[src/design/stq_pkg.sv]
`timescale 1ns / 1ps
// ----------------------------------------------------------------------------
// Timer queue package
// Shared widths, codes and the slot entry layout of the timer queue.
// ----------------------------------------------------------------------------
package stq_pkg;

    localparam int MODE_W     = 2;
    localparam int INTERVAL_W = 24;
    localparam int SLOT_W     = 4;
    localparam int TIME_W     = 32;
    localparam int STATUS_W   = 2;

    localparam logic [MODE_W-1:0] MODE_START = 2'd0;
    localparam logic [MODE_W-1:0] MODE_STOP  = 2'd1;
    localparam logic [MODE_W-1:0] MODE_TICK  = 2'd2;

    localparam logic [STATUS_W-1:0] ST_OK       = 2'd0;
    localparam logic [STATUS_W-1:0] ST_FULL     = 2'd1;
    localparam logic [STATUS_W-1:0] ST_NO_TIMER = 2'd2;
    localparam logic [STATUS_W-1:0] ST_NONE_DUE = 2'd3;

    typedef struct packed {
        logic [TIME_W-1:0]     deadline;
        logic [INTERVAL_W-1:0] period;
        logic                  repeat_flag;
    } t_entry;

    typedef struct packed {
        logic [TIME_W-1:0] sum;
        logic              neg;
        logic              zero;
    } t_alu_res;

endpackage

[src/design/stq_if.sv]
`timescale 1ns / 1ps
// ----------------------------------------------------------------------------
// Timer queue channels
// Request and response channels with a valid/ready handshake.
// ----------------------------------------------------------------------------
interface stq_req_if;
    import stq_pkg::*;

    logic                  valid;
    logic                  ready;
    logic [MODE_W-1:0]     mode;
    logic [INTERVAL_W-1:0] interval_ms;
    logic                  periodic;
    logic [SLOT_W-1:0]     slot_id;
    logic [TIME_W-1:0]     now_ms;

    modport source (output valid, mode, interval_ms, periodic, slot_id, now_ms,
                    input ready);
    modport sink (input valid, mode, interval_ms, periodic, slot_id, now_ms,
                  output ready);
endinterface

interface stq_rsp_if;
    import stq_pkg::*;

    logic                valid;
    logic                ready;
    logic [STATUS_W-1:0] status;
    logic [SLOT_W-1:0]   result_id;
    logic                fired;

    modport source (output valid, status, result_id, fired, input ready);
    modport sink (input valid, status, result_id, fired, output ready);
endinterface

[src/design/stq_ram.sv]
`timescale 1ns / 1ps
// ----------------------------------------------------------------------------
// Generic RAM
// One write port and one read port with registered read data.
// ----------------------------------------------------------------------------
module stq_ram #(
    parameter int WIDTH = 8,
    parameter int DEPTH = 16,
    localparam int AW = $clog2(DEPTH)
) (
    input  logic             i_clk,
    input  logic             i_we,
    input  logic [AW-1:0]    i_waddr,
    input  logic [WIDTH-1:0] i_wdata,
    input  logic [AW-1:0]    i_raddr,
    output logic [WIDTH-1:0] o_rdata
);
    logic [WIDTH-1:0] r_mem [DEPTH];
    logic [WIDTH-1:0] r_rdata;

    always_ff @(posedge i_clk) begin
        if (i_we) begin
            r_mem[i_waddr] <= i_wdata;
        end
        r_rdata <= r_mem[i_raddr];
    end

    assign o_rdata = r_rdata;
endmodule

[src/design/stq_alu.sv]
`timescale 1ns / 1ps
// ----------------------------------------------------------------------------
// Timer queue arithmetic unit
// Shared 32-bit adder and subtractor with sign and zero flags.
// ----------------------------------------------------------------------------
module stq_alu (
    input  logic [stq_pkg::TIME_W-1:0] i_a,
    input  logic [stq_pkg::TIME_W-1:0] i_b,
    input  logic                       i_sub,
    output stq_pkg::t_alu_res          o_res
);
    import stq_pkg::*;

    logic [TIME_W-1:0] sum;

    assign sum        = i_sub ? (i_a - i_b) : (i_a + i_b);
    assign o_res.sum  = sum;
    assign o_res.neg  = sum[TIME_W-1];
    assign o_res.zero = (sum == '0);
endmodule

[src/design/software_timer_queue_core.sv]
`timescale 1ns / 1ps
// ----------------------------------------------------------------------------
// Software timer queue core
// Table of one-shot and periodic timers served by a small sequencer.
// ----------------------------------------------------------------------------
// The block holds MAX_TIMERS timer slots and takes one request item at a
// time. An item with the unused mode goes straight to the push step. A stop
// item checks its slot in the stop step before the push step. A start item
// scans the live bits one slot per cycle and takes the lowest free slot, or
// reports a full table when no slot is free. A tick item reads every slot's
// deadline from the slot RAM, one address per cycle, and compares it in the
// shared 32-bit subtractor. A check step follows, then a reload step when a
// periodic timer fires and is reloaded, then the push step. The single RAM
// read port and the one arithmetic unit make both scans go one slot at a
// time. The input is not ready until the response of the current item has
// been placed in the output register, so a response that waits to be taken
// holds the next item in its push step until it is taken.
module software_timer_queue_core #(
    parameter int MAX_TIMERS = 16
) (
    input  logic       i_clk,
    input  logic       i_rst_n,
    stq_req_if.sink    i_req,
    stq_rsp_if.source  o_rsp
);
    import stq_pkg::*;

    localparam int AW = $clog2(MAX_TIMERS);
    localparam int CW = $clog2(MAX_TIMERS + 1);
    localparam logic [CW-1:0] END_IDX = CW'(MAX_TIMERS);
    localparam int EW = $bits(t_entry);

    typedef enum logic [6:0] {
        S_IDLE   = 7'b0000001,
        S_FREE   = 7'b0000010,
        S_STOP   = 7'b0000100,
        S_TSCAN  = 7'b0001000,
        S_TCHK   = 7'b0010000,
        S_RELOAD = 7'b0100000,
        S_PUSH   = 7'b1000000
    } t_state;

    t_state r_state;
    t_state n_state;

    logic [MODE_W-1:0]     r_mode;
    logic [INTERVAL_W-1:0] r_interval;
    logic                  r_periodic;
    logic [SLOT_W-1:0]     r_slot;
    logic [TIME_W-1:0]     r_now;

    logic [MAX_TIMERS-1:0] r_live;
    logic [CW-1:0]         r_idx;
    logic                  r_pv;
    logic [AW-1:0]         r_pidx;
    logic                  r_found;
    logic [AW-1:0]         r_best;
    t_entry                r_best_ent;

    logic [STATUS_W-1:0] r_status;
    logic [SLOT_W-1:0]   r_id;
    logic                r_fired;

    logic                r_out_valid;
    logic [STATUS_W-1:0] r_out_status;
    logic [SLOT_W-1:0]   r_out_id;
    logic                r_out_fired;

    logic [TIME_W-1:0] alu_a;
    logic [TIME_W-1:0] alu_b;
    logic              alu_sub;
    t_alu_res          alu;

    logic          ram_we;
    logic [AW-1:0] ram_waddr;
    t_entry        ram_wdata;
    logic [EW-1:0] ram_rdata;
    t_entry        rd_ent;

    logic [AW-1:0] scan_idx;
    logic          scan_end;
    logic          free_hit;
    logic [AW-1:0] stop_idx;
    logic          stop_ok;
    logic          fire;
    logic          accept;
    logic          push;

    assign scan_idx = r_idx[AW-1:0];
    assign scan_end = (r_idx == END_IDX);
    assign free_hit = !scan_end && !r_live[scan_idx];
    assign stop_idx = AW'(r_slot);
    assign stop_ok  = (32'(r_slot) < MAX_TIMERS) && r_live[stop_idx];
    assign fire     = r_found && !alu.zero && !alu.neg;
    assign accept   = i_req.valid && i_req.ready;
    assign push     = (r_state == S_PUSH) && (!r_out_valid || o_rsp.ready);
    assign rd_ent   = t_entry'(ram_rdata);

    assign i_req.ready     = (r_state == S_IDLE);
    assign o_rsp.valid     = r_out_valid;
    assign o_rsp.status    = r_out_status;
    assign o_rsp.result_id = r_out_id;
    assign o_rsp.fired     = r_out_fired;

    stq_alu u_alu (
        .i_a   (alu_a),
        .i_b   (alu_b),
        .i_sub (alu_sub),
        .o_res (alu)
    );

    stq_ram #(
        .WIDTH (EW),
        .DEPTH (MAX_TIMERS)
    ) u_slot_ram (
        .i_clk   (i_clk),
        .i_we    (ram_we),
        .i_waddr (ram_waddr),
        .i_wdata (ram_wdata),
        .i_raddr (scan_idx),
        .o_rdata (ram_rdata)
    );

    always_comb begin
        alu_a     = r_now;
        alu_b     = {{(TIME_W - INTERVAL_W){1'b0}}, r_interval};
        alu_sub   = 1'b0;
        ram_we    = 1'b0;
        ram_waddr = scan_idx;
        ram_wdata = '{deadline: alu.sum, period: r_interval, repeat_flag: r_periodic};
        unique case (r_state)
            S_FREE: begin
                ram_we = free_hit;
            end
            S_TSCAN: begin
                alu_a   = rd_ent.deadline;
                alu_b   = r_best_ent.deadline;
                alu_sub = 1'b1;
            end
            S_TCHK: begin
                alu_b   = r_best_ent.deadline;
                alu_sub = 1'b1;
            end
            S_RELOAD: begin
                alu_b     = {{(TIME_W - INTERVAL_W){1'b0}}, r_best_ent.period};
                ram_we    = 1'b1;
                ram_waddr = r_best;
                ram_wdata = '{deadline: alu.sum, period: r_best_ent.period,
                              repeat_flag: r_best_ent.repeat_flag};
            end
            default: begin
            end
        endcase
    end

    always_comb begin
        n_state = r_state;
        unique case (r_state)
            S_IDLE: begin
                if (i_req.valid) begin
                    unique case (i_req.mode)
                        MODE_START: n_state = S_FREE;
                        MODE_STOP:  n_state = S_STOP;
                        MODE_TICK:  n_state = S_TSCAN;
                        default:    n_state = S_PUSH;
                    endcase
                end
            end
            S_FREE: begin
                if (scan_end || !r_live[scan_idx]) begin
                    n_state = S_PUSH;
                end
            end
            S_STOP: n_state = S_PUSH;
            S_TSCAN: begin
                if (scan_end && !r_pv) begin
                    n_state = S_TCHK;
                end
            end
            S_TCHK: begin
                n_state = (fire && r_best_ent.repeat_flag) ? S_RELOAD : S_PUSH;
            end
            S_RELOAD: n_state = S_PUSH;
            S_PUSH: begin
                if (push) begin
                    n_state = S_IDLE;
                end
            end
            default: n_state = S_IDLE;
        endcase
    end

    always_ff @(posedge i_clk) begin
        if (!i_rst_n) begin
            r_state     <= S_IDLE;
            r_live      <= '0;
            r_out_valid <= 1'b0;
        end else begin
            r_state <= n_state;
            if (push) begin
                r_out_valid <= 1'b1;
            end else if (o_rsp.ready) begin
                r_out_valid <= 1'b0;
            end
            if ((r_state == S_FREE) && free_hit) begin
                r_live[scan_idx] <= 1'b1;
            end
            if ((r_state == S_STOP) && stop_ok) begin
                r_live[stop_idx] <= 1'b0;
            end
            if ((r_state == S_TCHK) && fire && !r_best_ent.repeat_flag) begin
                r_live[r_best] <= 1'b0;
            end
        end
    end

    always_ff @(posedge i_clk) begin
        case (r_state)
            S_IDLE: begin
                if (accept) begin
                    r_mode     <= i_req.mode;
                    r_interval <= i_req.interval_ms;
                    r_periodic <= i_req.periodic;
                    r_slot     <= i_req.slot_id;
                    r_now      <= i_req.now_ms;
                    r_idx      <= '0;
                    r_pv       <= 1'b0;
                    r_found    <= 1'b0;
                    r_status   <= ST_NONE_DUE;
                    r_id       <= '0;
                    r_fired    <= 1'b0;
                end
            end
            S_FREE: begin
                if (scan_end) begin
                    r_status <= ST_FULL;
                    r_id     <= '0;
                end else if (!r_live[scan_idx]) begin
                    r_status <= ST_OK;
                    r_id     <= SLOT_W'(scan_idx);
                end else begin
                    r_idx <= r_idx + 1'b1;
                end
            end
            S_STOP: begin
                if (stop_ok) begin
                    r_status <= ST_OK;
                    r_id     <= r_slot;
                end else begin
                    r_status <= ST_NO_TIMER;
                    r_id     <= '0;
                end
            end
            S_TSCAN: begin
                if (!scan_end) begin
                    r_pv   <= r_live[scan_idx];
                    r_pidx <= scan_idx;
                    r_idx  <= r_idx + 1'b1;
                end else begin
                    r_pv <= 1'b0;
                end
                if (r_pv && (!r_found || alu.neg)) begin
                    r_found    <= 1'b1;
                    r_best     <= r_pidx;
                    r_best_ent <= rd_ent;
                end
            end
            S_TCHK: begin
                if (fire) begin
                    r_status <= ST_OK;
                    r_id     <= SLOT_W'(r_best);
                    r_fired  <= 1'b1;
                end
            end
            S_PUSH: begin
                if (push) begin
                    r_out_status <= (r_mode == MODE_START || r_mode == MODE_STOP ||
                                     r_mode == MODE_TICK) ? r_status : ST_NONE_DUE;
                    r_out_id     <= r_id;
                    r_out_fired  <= r_fired;
                end
            end
            default: begin
            end
        endcase
    end
endmodule
[src/flat_wrapper.sv]
// flat-port wrapper written by rule: the top's interface ports become plain ports
module software_timer_queue_core_flat import stq_pkg::*;
#(
    parameter int MAX_TIMERS = 16
)
  (i_clk, i_rst_n, i_req_valid, i_req_mode, i_req_interval_ms, i_req_periodic, i_req_slot_id, i_req_now_ms, i_req_ready, o_rsp_valid, o_rsp_status, o_rsp_result_id, o_rsp_fired, o_rsp_ready);
  stq_req_if i_req_i ();
  stq_rsp_if o_rsp_i ();
  input  logic i_clk;
  input  logic i_rst_n;
  input wire logic [$bits(i_req_i.valid)-1:0] i_req_valid;
  input wire logic [$bits(i_req_i.mode)-1:0] i_req_mode;
  input wire logic [$bits(i_req_i.interval_ms)-1:0] i_req_interval_ms;
  input wire logic [$bits(i_req_i.periodic)-1:0] i_req_periodic;
  input wire logic [$bits(i_req_i.slot_id)-1:0] i_req_slot_id;
  input wire logic [$bits(i_req_i.now_ms)-1:0] i_req_now_ms;
  output wire logic [$bits(i_req_i.ready)-1:0] i_req_ready;
  output wire logic [$bits(o_rsp_i.valid)-1:0] o_rsp_valid;
  output wire logic [$bits(o_rsp_i.status)-1:0] o_rsp_status;
  output wire logic [$bits(o_rsp_i.result_id)-1:0] o_rsp_result_id;
  output wire logic [$bits(o_rsp_i.fired)-1:0] o_rsp_fired;
  input wire logic [$bits(o_rsp_i.ready)-1:0] o_rsp_ready;
  assign i_req_i.valid = i_req_valid;
  assign i_req_i.mode = i_req_mode;
  assign i_req_i.interval_ms = i_req_interval_ms;
  assign i_req_i.periodic = i_req_periodic;
  assign i_req_i.slot_id = i_req_slot_id;
  assign i_req_i.now_ms = i_req_now_ms;
  assign i_req_ready = i_req_i.ready;
  assign o_rsp_valid = o_rsp_i.valid;
  assign o_rsp_status = o_rsp_i.status;
  assign o_rsp_result_id = o_rsp_i.result_id;
  assign o_rsp_fired = o_rsp_i.fired;
  assign o_rsp_i.ready = o_rsp_ready;
  software_timer_queue_core #(.MAX_TIMERS(MAX_TIMERS)) u_core (.i_clk(i_clk), .i_rst_n(i_rst_n), .i_req(i_req_i), .o_rsp(o_rsp_i));
endmodule
[config.mk]
export PLATFORM = sky130hd
export DESIGN_NAME = software_timer_queue_core_flat
export DESIGN_NICKNAME = d
export VERILOG_FILES = /design/src/design/stq_pkg.sv /design/src/design/stq_if.sv /design/src/design/stq_ram.sv /design/src/design/stq_alu.sv /design/src/design/software_timer_queue_core.sv /design/src/flat_wrapper.sv
export SDC_FILE = /design/constraint.sdc
export NUM_CORES = 1
export LEC_CHECK = 0
export ABC_AREA = 1
export BUFFER_PORTS_ARGS = -buffer_cell sky130_fd_sc_hd__buf_2
export CORE_MARGIN = 2
export CORE_UTILIZATION = 31
export CTS_CLUSTER_DIAMETER = 200
export DETAILED_ROUTE_END_ITERATION = 12
export GPL_TIMING_DRIVEN = 0
export PLACE_DENSITY_LB_ADDON = 0.12
export SKIP_LAST_GASP = 1
export SYNTH_ARGS = -nofsm -noshare
export SYNTH_HDL_FRONTEND = slang
export SYNTH_SLANG_ARGS = --single-unit
[constraint.sdc]
create_clock -name i_clk -period 14.3 [get_ports i_clk]
set_input_delay 2.86 -clock i_clk [delete_from_list [all_inputs] [get_ports i_clk]]
set_output_delay 2.86 -clock i_clk [all_outputs]
set_load 0.01 [all_outputs]
==> flow_summary.toml <==
[status]
status = "finished, violations left"
violations = "capacitance limit, slew limit"

[detailed_routing]
drtPass1Iterations = 7
drt_wl_total_mm = 160
viasPerCell = 5.01
drcViolationCount = 0
ant_nets = 0
first_iter_violations = 2922
wl_per_cell_um = 25.1
vias = 31932

[critical_path]
crit_required_ns = 14.76
max_stage_delay_ns = 0.62
worst_setup_path_end_kind = "register"
cpMostUsedCell = "nand2_1"
crit_fanout = 25
worstPathArrival_ns = 7.34
start_kind = "register"
path_class = "reg -> reg"
slowest_stage = "nor2_4"

[power]
clkPwrFrac = 0.290
p_int_mw = 7.47
leakage_nw = 19.0
seqPwrFrac = 0.394
total_power_mw = 12.0
p_per_area_nw_per_um2 = 217
p_sw_frac = 0.377
switchingPower_mw = 4.51
pwr-share-comb = 0.316
vdd_ir_drop_max_mv = 0.127

[die]
initial_core_util = 0.312
dieArea_sq_um = 154000
coreArea_sq_um = 150000
die_w_um = 392
die_y_um = 392
num_rows = 142
pin_count = 76

[yosys]
synth.most_common_cell = "edfxtp_1"
yosysWarnings = 0
synth_seq_cells = 1142
ys.flop_type = "edfxtp_1"
synth.area.top_cells = "edfxtp_1, nand2_1, o21ai_0, nor2_1, dfxtp_1"
yosys-top-cells-count = "edfxtp_1, nand2_1, nor2_1, o21ai_0, o22ai_1"
ys_types = 54
yosysTopAreaCell = "edfxtp_1"
synth-edff-count = 1061
avgSynthCellArea_sq_um = 11.8
synth_cells = 3970
ys_seq_area_frac = 0.716
async_flop_share = 0
synth_nets = 4074
synth_area_sq_um = 46700
netlist.area_leader.share = 0.682

[sta]
slew_headroom = -0.0290
tightestPinTransition_ns = 1.54
min_period_over_period = 0.481
layout_setup_ws_ns = 7.42
finClkSkew_ns = 0.0320
rsz0062_at_grt = "no"
holdWs_ns = 0.398
fmax_mhz = 145
min_period_ns = 6.88
slew_viol_final = 12
setup_viol = 0
report.final.hold_viol_count = 0

[flow_run]
cap_violations = 1

[global_routing]
antenna_found_initial = 3
grt_pass1_wl_mm = 227
grt_max_degree = 26
track_usage = 0.206
gr-total-overflow = 0
grt_pass1_vias = 30983

[final_layout]
layout.nets = 4345
final_core_util = 0.368
syn2layout_area_growth_pct = 18.1
fin_cells = 6369
drive_gt1_frac = 0.0945

[cts]
cts.sinks = 1142
ctsHoldBuffers = 0
htreeDepth = 4
clk_pin_slew_ns = 0.07
cts_buffers = 134
postCtsSetupBuffers = 0
clkLatencyLatePin_ns = 0.78
post_cts_resized = 0
cts_buffer_depth = 3
cts_root_buf = "clkbuf_16"
tritoncts = "done"

[place]
placed_cells = 6121
io_buffers = 75
hpwlAfterDp_mm = 115
place_ws_ns = 7.52
place.gp.congestion = 0.886

[hold_path]
hold_path.class = "reg -> reg"
worst paths after layout:
| kind | from | depth (start not counted) | endpoint | slack [ns] |
|---|---|---|---|---|
| min reg2reg | u_core.u_slot_ram.o_rdata[18] | 0 | u_core.r_best_ent[18] | 0.40 |
| min | u_core.u_slot_ram.o_rdata[18] | 0 | u_core.r_best_ent[18] | 0.40 |
| max | u_core.r_state[4] | 28 | u_core.r_best_ent[13] | 7.42 |
| max reg2reg | u_core.r_state[4] | 28 | u_core.r_best_ent[13] | 7.42 |
through the flow:
step	instance area [sq um]	TNS, ns
3_3_place_gp	49600	-47.32
4_1_cts	55200	0
3_5_place_dp	50700	0
5_1_grt	55200	0
2_1_floorplan	46700	0
6_report	55200	0
cell usage in the layout, fill, tap and decap left out, drive strengths merged, types with 8 or more instances in the layout:
cell / count
a21oi: 51
a221oi: 13
buf: 163
bufinv: 14
clkbuf: 363
clkinv: 33
dfxtp: 81
edfxtp: 1061
ha: 36
inv: 209
nand2: 701
nand3: 75
nand3b: 8
nand4: 77
nor2: 610
nor3: 18
nor4: 9
o21a: 16
o21ai: 513
o22ai: 237
xnor2: 11
xor2: 16
area by class of cell:
type	instances	area (sq um)
fill	14735	94600
timing repair buffer	135	1310
inverter	201	757
clock inverter	57	778
sequential	1142	33500
multi-input combinational	2422	11800
antenna	5	12.5
buffer	205	841
tap	2016	2520
clock buffer	186	3670
per-layer routing:
metal  part of all wire  global-route usage  vias to the layer above
li1                   -                   -                    14775
met1               0.46               0.292                    16025
met2               0.47               0.333                      946
met3              0.053              0.0306                      186
met4              0.018              0.0499                        0
met5                  0                   0                        -
cell families after synthesis:
| logic type | count (synthesis) | share of synthesized area |
|---|---|---|
| simple gates | 1504 | 0.133 |
| flops | 1142 | 0.716 |
| compound gates | 852 | 0.101 |
| buf+inv | 406 | 0.0340 |
| fa+ha+maj | 37 | 0.0101 |
| xor+xnor | 27 | 0.00506 |
| mux | 2 | 0.000428 |
power by group through the flow:
stage / Clock, mW / Combinational, mW / Sequential [mW]
finish: 3.48 / 3.79 / 4.72
global route: 3.67 / 4.17 / 4.73
CTS: 3.55 / 3.81 / 4.72
detailed placement: 0 / 3.79 / 4.79
global placement: 0 / 3.74 / 4.81
floorplan: 0 / 2.17 / 4.66
worst max-delay path, delay by kind of cell (launching register included):
kind,cells,cell delay (ns)
simple gates,16,3.13
flops,1,0.34
xor+xnor,2,0.38
buf+inv,3,0.79
fa+ha+maj,2,0.57
compound gates,5,1.31
flip-flops by register name (all words and copies together), names as in the netlist, 5 cells and up:
signal,cells
u_core.r_now,32
u_core.r_idx,5
u_core.r_state,7
u_core.u_slot_ram.r_mem,912
u_core.r_best_ent,57
u_core.u_slot_ram.o_rdata,57
u_core.r_interval,24
u_core.r_live,16
Note: power is estimated with default switching activity, not from simulation.
